**src/hw/rtl/fqmm_pkg.sv**
```systemverilog
package fqmm_pkg;

  // Default number of entries held by the queue.
  localparam int QUEUE_DEPTH_DEF = 16;

  localparam int VALUE_W  = 32;
  localparam int ACTION_W = 3;
  localparam int STATUS_W = 2;
  localparam int POS_W    = 5;

  // Command codes.
  localparam logic [ACTION_W-1:0] ACT_PUSH  = 3'd0;
  localparam logic [ACTION_W-1:0] ACT_POP   = 3'd1;
  localparam logic [ACTION_W-1:0] ACT_LIST  = 3'd2;
  localparam logic [ACTION_W-1:0] ACT_MAX   = 3'd3;
  localparam logic [ACTION_W-1:0] ACT_MIN   = 3'd4;
  localparam logic [ACTION_W-1:0] ACT_FIND  = 3'd5;
  localparam logic [ACTION_W-1:0] ACT_CLEAR = 3'd6;
  localparam logic [ACTION_W-1:0] ACT_NOP   = 3'd7;

  // Status codes.
  localparam logic [STATUS_W-1:0] ST_OK        = 2'd0;
  localparam logic [STATUS_W-1:0] ST_EMPTY     = 2'd1;
  localparam logic [STATUS_W-1:0] ST_NOT_FOUND = 2'd2;
  localparam logic [STATUS_W-1:0] ST_FULL      = 2'd3;

  typedef struct packed {
    logic [ACTION_W-1:0]       action;
    logic signed [VALUE_W-1:0] operand_value;
  } in_item_t;

  typedef struct packed {
    logic [STATUS_W-1:0]       status;
    logic signed [VALUE_W-1:0] result_value;
    logic [POS_W-1:0]          position;
    logic                      last;
  } out_item_t;

endpackage

```
**src/hw/rtl/fifo_queue_with_min_max_search.sv**
```systemverilog
// Channel  | Ports                         | Handshake
// ---------+-------------------------------+--------------------------------------
// input    | start, busy, in_item          | item taken at an edge with start && !busy
// result   | out_valid, out_item           | each item presented once, no backpressure
//
// Push, clear, nop and any command on an empty queue leave busy low, and the result, if
// any (nop gives none), follows the next edge. Pop, list, max, min and find pass
// through SCAN and WAIT (max, min and find also through FIN), reading the entries
// through the single read port of the entry memory (one entry per cycle).
// Reset is synchronous and active low; it empties the queue by clearing the count, no sweep.
// The receiver cannot stall, so every result is presented exactly once.
module fifo_queue_with_min_max_search #(
  parameter int QUEUE_DEPTH = fqmm_pkg::QUEUE_DEPTH_DEF
) (
  input  logic               clk,
  input  logic               rst_n,
  input  logic               start,
  output logic               busy,
  input  fqmm_pkg::in_item_t in_item,
  output logic               out_valid,
  output fqmm_pkg::out_item_t out_item
);

  import fqmm_pkg::*;

  localparam int PW = $clog2(QUEUE_DEPTH);
  localparam int CW = $clog2(QUEUE_DEPTH + 1);
  localparam logic [PW:0]   DEPTH_W = (PW + 1)'(QUEUE_DEPTH);
  localparam logic [CW-1:0] FULL_CNT = CW'(QUEUE_DEPTH);

  // The sequencer walks the memory: SCAN issues one read per cycle, WAIT takes the
  // last read data, and FIN sends the single closing item of a max, min or find.
  typedef enum logic [1:0] {
    S_IDLE,
    S_SCAN,
    S_WAIT,
    S_FIN
  } state_t;

  state_t                state_r;
  logic [PW-1:0]         head_r;
  logic [CW-1:0]         cnt_r;
  logic [ACTION_W-1:0]   act_r;
  logic signed [VALUE_W-1:0] opnd_r;
  logic [PW-1:0]         rd_idx_r;
  logic [PW-1:0]         scan_end_r;
  logic                  dv_r;
  logic [PW-1:0]         dv_idx_r;
  logic signed [VALUE_W-1:0] best_r;
  logic                  found_r;
  logic [POS_W-1:0]      pend_pos_r;
  logic                  out_valid_r;
  out_item_t             out_r;

  logic                  accept;
  logic                  full;
  logic                  empty;
  logic                  wr_en;
  logic [PW-1:0]         wr_addr;
  logic [PW-1:0]         rd_addr;
  logic                  rd_en;
  logic [VALUE_W-1:0]    rd_data;
  logic signed [VALUE_W-1:0] dv_data;
  logic                  dv_last;
  logic [CW-1:0]         dv_pos_full;
  logic [POS_W-1:0]      dv_pos;

  // Ring addressing: both operands are below the depth, so one conditional
  // subtract brings the sum back into range.
  function automatic logic [PW-1:0] wrap(input logic [PW-1:0] base,
                                         input logic [PW-1:0] off);
    logic [PW:0] sum;
    sum = {1'b0, base} + {1'b0, off};
    if (sum >= DEPTH_W) begin
      sum = sum - DEPTH_W;
    end
    return sum[PW-1:0];
  endfunction

  function automatic out_item_t mk_out(input logic [STATUS_W-1:0] st,
                                       input logic signed [VALUE_W-1:0] val,
                                       input logic [POS_W-1:0] pos,
                                       input logic lst);
    out_item_t o;
    o.status       = st;
    o.result_value = val;
    o.position     = pos;
    o.last         = lst;
    return o;
  endfunction

  assign accept  = start && (state_r == S_IDLE);
  assign full    = (cnt_r == FULL_CNT);
  assign empty   = (cnt_r == '0);

  // A push writes at the tail. Reads only occur in later cycles, and no push can be
  // taken while a scan runs, so read and write never race for an entry.
  assign wr_en   = accept && (in_item.action == ACT_PUSH) && !full;
  assign wr_addr = wrap(head_r, cnt_r[PW-1:0]);
  assign rd_en   = (state_r == S_SCAN);
  assign rd_addr = wrap(head_r, rd_idx_r);

  fqmm_ram #(
    .WIDTH (VALUE_W),
    .DEPTH (QUEUE_DEPTH)
  ) u_store (
    .clk   (clk),
    .we    (wr_en),
    .waddr (wr_addr),
    .wdata (in_item.operand_value),
    .re    (rd_en),
    .raddr (rd_addr),
    .rdata (rd_data)
  );

  assign dv_data     = $signed(rd_data);
  assign dv_last     = (dv_idx_r == scan_end_r);
  assign dv_pos_full = CW'(dv_idx_r) + CW'(1);
  assign dv_pos      = POS_W'(dv_pos_full);

  always_ff @(posedge clk) begin
    if (!rst_n) begin
      state_r     <= S_IDLE;
      head_r      <= '0;
      cnt_r       <= '0;
      dv_r        <= 1'b0;
      out_valid_r <= 1'b0;
    end else begin
      out_valid_r <= 1'b0;
      dv_r        <= rd_en;
      dv_idx_r    <= rd_idx_r;

      unique case (state_r)
        S_IDLE: begin
          if (accept) begin
            act_r      <= in_item.action;
            opnd_r     <= in_item.operand_value;
            rd_idx_r   <= '0;
            found_r    <= 1'b0;
            scan_end_r <= (in_item.action == ACT_POP) ? '0 : PW'(cnt_r - CW'(1));
            unique case (in_item.action)
              ACT_PUSH: begin
                out_valid_r <= 1'b1;
                out_r <= mk_out(full ? ST_FULL : ST_OK, in_item.operand_value, '0, 1'b1);
                if (!full) begin
                  cnt_r <= cnt_r + CW'(1);
                end
              end
              ACT_CLEAR: begin
                head_r      <= '0;
                cnt_r       <= '0;
                out_valid_r <= 1'b1;
                out_r       <= mk_out(ST_OK, '0, '0, 1'b1);
              end
              ACT_NOP: begin
              end
              default: begin
                if (empty) begin
                  out_valid_r <= 1'b1;
                  out_r       <= mk_out(ST_EMPTY, '0, '0, 1'b1);
                end else begin
                  state_r <= S_SCAN;
                end
              end
            endcase
          end
        end
        S_SCAN: begin
          rd_idx_r <= rd_idx_r + PW'(1);
          if (rd_idx_r == scan_end_r) begin
            state_r <= S_WAIT;
          end
        end
        S_WAIT: begin
          // The last read data is handled below in this same cycle.
          if (act_r == ACT_MAX || act_r == ACT_MIN || act_r == ACT_FIND) begin
            state_r <= S_FIN;
          end else begin
            state_r <= S_IDLE;
          end
        end
        S_FIN: begin
          state_r     <= S_IDLE;
          out_valid_r <= 1'b1;
          if (act_r == ACT_FIND) begin
            out_r <= found_r ? mk_out(ST_OK, opnd_r, pend_pos_r, 1'b1)
                             : mk_out(ST_NOT_FOUND, opnd_r, '0, 1'b1);
          end else begin
            out_r <= mk_out(ST_OK, best_r, '0, 1'b1);
          end
        end
        default: begin
          state_r <= S_IDLE;
        end
      endcase

      // Read data returns in the cycle after its address; it never lands in IDLE or FIN.
      if (dv_r) begin
        case (act_r)
          ACT_POP: begin
            out_valid_r <= 1'b1;
            out_r       <= mk_out(ST_OK, dv_data, '0, 1'b1);
            head_r      <= wrap(head_r, PW'(1));
            cnt_r       <= cnt_r - CW'(1);
          end
          ACT_LIST: begin
            out_valid_r <= 1'b1;
            out_r       <= mk_out(ST_OK, dv_data, dv_pos, dv_last);
          end
          ACT_MAX: begin
            if (dv_idx_r == '0 || dv_data > best_r) begin
              best_r <= dv_data;
            end
          end
          ACT_MIN: begin
            if (dv_idx_r == '0 || dv_data < best_r) begin
              best_r <= dv_data;
            end
          end
          ACT_FIND: begin
            // A match is held back one step so that the final one can carry last.
            if (dv_data == opnd_r) begin
              if (found_r) begin
                out_valid_r <= 1'b1;
                out_r       <= mk_out(ST_OK, opnd_r, pend_pos_r, 1'b0);
              end
              found_r    <= 1'b1;
              pend_pos_r <= dv_pos;
            end
          end
          default: begin
          end
        endcase
      end
    end
  end

  assign busy      = (state_r != S_IDLE);
  assign out_valid = out_valid_r;
  assign out_item  = out_r;

  a_cnt_bound: assert property (@(posedge clk) disable iff (!rst_n)
    cnt_r <= FULL_CNT)
    else $error("entry count above queue depth");

  a_no_data_idle: assert property (@(posedge clk) disable iff (!rst_n)
    (state_r == S_IDLE || state_r == S_FIN) |-> !dv_r)
    else $error("read data returned outside a scan");

  a_clear: assert property (@(posedge clk) disable iff (!rst_n)
    (accept && in_item.action == ACT_CLEAR) |=>
      (out_valid && cnt_r == '0 && out_item.status == ST_OK && out_item.last))
    else $error("clear did not empty the queue");

  a_scan_idx: assert property (@(posedge clk) disable iff (!rst_n)
    (state_r == S_SCAN) |-> (rd_idx_r <= scan_end_r && !empty))
    else $error("scan index past the stored entries");

  a_pop_count: assert property (@(posedge clk) disable iff (!rst_n)
    (dv_r && act_r == ACT_POP) |=> (cnt_r == $past(cnt_r) - CW'(1)))
    else $error("pop did not remove one entry");

endmodule

```
**src/hw/rtl/fqmm_ram.sv**
```systemverilog
module fqmm_ram #(
  parameter int WIDTH = 32,
  parameter int DEPTH = 16
) (
  input  logic                     clk,
  input  logic                     we,
  input  logic [$clog2(DEPTH)-1:0] waddr,
  input  logic [WIDTH-1:0]         wdata,
  input  logic                     re,
  input  logic [$clog2(DEPTH)-1:0] raddr,
  output logic [WIDTH-1:0]         rdata
);

  logic [WIDTH-1:0] mem_r [DEPTH];
  logic [WIDTH-1:0] rdata_r;

  always_ff @(posedge clk) begin
    if (we) begin
      mem_r[waddr] <= wdata;
    end
    if (re) begin
      rdata_r <= mem_r[raddr];
    end
  end

  assign rdata = rdata_r;

endmodule
```
**config.mk**
```make
export PLATFORM = sky130hd
export DESIGN_NAME = fifo_queue_with_min_max_search
export DESIGN_NICKNAME = d
export VERILOG_FILES = /design/src/hw/rtl/fqmm_pkg.sv /design/src/hw/rtl/fifo_queue_with_min_max_search.sv /design/src/hw/rtl/fqmm_ram.sv
export SDC_FILE = /design/constraint.sdc
export NUM_CORES = 1
export LEC_CHECK = 0
export ABC_AREA = 1
export BUFFER_PORTS_ARGS = -buffer_cell sky130_fd_sc_hd__buf_4
export CAP_MARGIN = 40
export CORE_MARGIN = 2
export CORE_UTILIZATION = 33
export DETAILED_ROUTE_END_ITERATION = 10
export GPL_ROUTABILITY_DRIVEN = 0
export HOLD_SLACK_MARGIN = 0.05
export PLACE_DENSITY = 0.57
export SETUP_SLACK_MARGIN = 0.02
export SLEW_MARGIN = 15
export SYNTH_ARGS = -nofsm -noshare
export SYNTH_HDL_FRONTEND = slang
export SYNTH_SLANG_ARGS = --single-unit
```
**constraint.sdc**
```tcl
create_clock -name clk -period 4.6 [get_ports clk]
set_input_delay 0.69 -clock clk [delete_from_list [all_inputs] [get_ports clk]]
set_output_delay 0.69 -clock clk [all_outputs]
set_load 0.01 [all_outputs]
```
==> impl_metrics.json <==
{
  "outcome": "complete, no violations",
  "synth_fp_nets": 2650,
  "p_sw_mw": 4.61,
  "cts_resized": 0,
  "cp_top_family": "adder cells",
  "period_share": 0.749,
  "clockBufferDepth": 3,
  "fin_skew_ns": 0.0165,
  "postCtsSetupRepairBufs": 0,
  "power_frac_clock": 0.354,
  "synth_edf_count": 669,
  "reg2reg_depth": 8,
  "cp-endpoint": "u_store.rdata[15]",
  "drv_cap": 0,
  "finish.net_count": 2732,
  "synthArstFlopShare": 0,
  "cp-startpoint": "rd_idx_r[0]",
  "start_util": 0.332,
  "yosysWarnings": 0,
  "io_pins": 80,
  "fmax_mhz": 290,
  "cts_tree": "built",
  "grt_pass1_wl_um": 122000,
  "worst_slew_pin_slew_ns": 0.828,
  "clock-root-buffer": "clkbuf_16",
  "drive_above_1_share": 0.102,
  "slowest_delay_ns": 0.96,
  "wl_um": 82600,
  "start_kind": "flop",
  "crit_path_top_delay_cell": "fa_4",
  "synth_top_area_share": 0.663,
  "yosys-top-cells-area": "edfxtp_1, nand2_1, a21oi_1",
  "synth_most_common_cell": "edfxtp_1",
  "clkTransAtPathRegs_ns": 0.06,
  "dr.pass1.iters": 5,
  "yosysTopAreaCell": "edfxtp_1",
  "netSwitchingFraction": 0.286,
  "syn_area_per_cell_um2": 11.8,
  "grt_max_degree": 84,
  "port_buffers": 79,
  "slew_viol_final": 0,
  "dieHeight_um": 307,
  "cp.depth": 8,
  "drt_iter0_drc": 1743,
  "tns_ns": 0,
  "fp.coreArea_mm2": 0.0914,
  "die_area_mm2": 0.0943,
  "row_count": 111,
  "wl_per_cell_um": 21.2,
  "via_per_inst": 5.06,
  "hp-class": "input port to flop",
  "arrival_ns": 3.75,
  "worstSkewPairLatency_ns": 0.61,
  "dpl.hpwl_um": 51000,
  "setup_viol": 0,
  "required_ns": 4.90,
  "numCtsBuffers": 75,
  "final_antenna_net_count": 0,
  "irDropWorstVdd_mv": 0.262,
  "netlist_instances": 2561,
  "vias": 19700,
  "antenna_found_initial": 8,
  "r2r_end": "u_store.rdata[15]",
  "synth_common_cells": "edfxtp_1, nand2_1, a21oi_1, o21ai_0, inv_1",
  "ys_seq_elements": 682,
  "fin_util": 0.382,
  "rsz0062_at_grt": "false",
  "synth_ff_type": "edfxtp_1",
  "reg2reg_slack_ns": 1.15,
  "die_x_um": 307,
  "cts.sinks": 682,
  "combPwrFrac": 0.180,
  "finalHoldViolCount": 0,
  "reg2reg_from": "rd_idx_r[0]",
  "synth_area_mm2": 0.0303,
  "endpoint_kind": "flop",
  "p_seq_frac": 0.466,
  "overflow": 0,
  "setup.worst_path.class": "flop to flop",
  "ys_seq_area_frac": 0.671,
  "crit_path_max_fanout": 49,
  "fin_crit_ns": 3.45,
  "ctsHtreeMaxLevel": 3,
  "drc": 0,
  "powerDensity_mw_per_mm2": 462,
  "crit_chain": "ha_4 > inv_1 > fa_4 > inv_4 > buf_4 > o21ai_0 > nand2_1 > a31oi_1",
  "relSlewSlack": 0.447,
  "p_int_mw": 11.5,
  "leakage_nw": 12.7,
  "grt_pass1_vias": 19000,
  "ys_types": 48,
  "cts_hold_buf": 0,
  "syn_to_final_growth_pct": 15.1,
  "n_fill_cell": 8703,
  "grtUsageTotal": 0.173,
  "path_buf_inv": 3
}
power by group through the flow:
stage          combinational (mW)  sequential, mW  clock (mW)
2_1_floorplan                1.83            7.56           0
3_3_place_gp                 2.88            7.63           0
3_5_place_dp                 2.91            7.64           0
4_1_cts                      2.91            7.51        5.81
5_1_grt                      3.21            7.54        6.04
6_report                     2.89            7.51        5.71
stage by stage:
stage / area, µm² / total power [mW] / std cells / hold slack (ns) / worst slack (ns)
after CTS: 34900 / 16.2 / 3888 / 0.245 / 1.18
after global routing: 34900 / 16.8 / 3889 / 0.254 / 1.02
final: 34900 / 16.1 / 3890 / 0.275 / 1.15
after global placement: 32500 / 10.5 / 3747 / 0.485 / 1.18
after floorplan: 30300 / 9.38 / 2561 / 0.464 / 1.18
after detailed placement: 32600 / 10.5 / 3752 / 0.487 / 1.19
how the worst min path moves through the flow:
stage | from | end | cells past startpoint
after floorplan | cnt_r[4] | cnt_r[4] | 2
after detailed placement | cnt_r[4] | cnt_r[4] | 2
after CTS | in_item[34] | act_r[2] | 1
final | in_item[34] | act_r[2] | 1
after global routing | in_item[34] | act_r[2] | 1
after global placement | cnt_r[4] | cnt_r[4] | 2
cells by family after synthesis:
group	share of synthesized area
adders and majority gates	0.0215
AOI/OAI and AO/OA	0.123
DFF	0.671
buffers and inverters	0.0547
xor gates and xnor gates	0.00867
and+or+nand+nor	0.0783
muxes	0.0423
cells in the final DEF (no fill, tap or decap), drive strengths merged, types with 66 or more instances in the layout:
master and n:
o21ai 282, a21oi 291, nor2 84, buf 132, edfxtp 669, inv 274, clkbuf 101, mux2i 128
nand2 414, o211ai 66
sequential cells by signal, summed over array words and instances (netlist names), 2 cells and up:
signal	cells
act_r	3
out_item	40
best_r	32
opnd_r	32
head_r	4
scan_end_r	4
pend_pos_r	5
cnt_r	5
u_store.mem_r	512
dv_idx_r	4
rd_idx_r	4
u_store.rdata	32
state_r	2
metal layers:
metal,wire length [µm],track usage,up-vias
met4,2080,0.0492,6
li1,-,-,9291
met2,38500,0.282,636
met1,36500,0.234,9607
met5,32,0,-
met3,5420,0.0330,133
final cells by class:
| type | count | area [µm²] | share of cell area |
|---|---|---|---|
| Timing Repair Buffer | 132 | 1210 | 0.0348 |
| Tap cell | 1186 | 1480 | 0.0425 |
| Antenna cell | 2 | 5.00 | 0.000143 |
| Inverter | 274 | 1030 | 0.0296 |
| Clock inverter | 35 | 246 | 0.00707 |
| Sequential cell | 682 | 20300 | 0.583 |
| Multi-Input combinational cell | 1478 | 8500 | 0.244 |
| Clock buffer | 101 | 2050 | 0.0587 |
(Power assumes the default switching activity.)
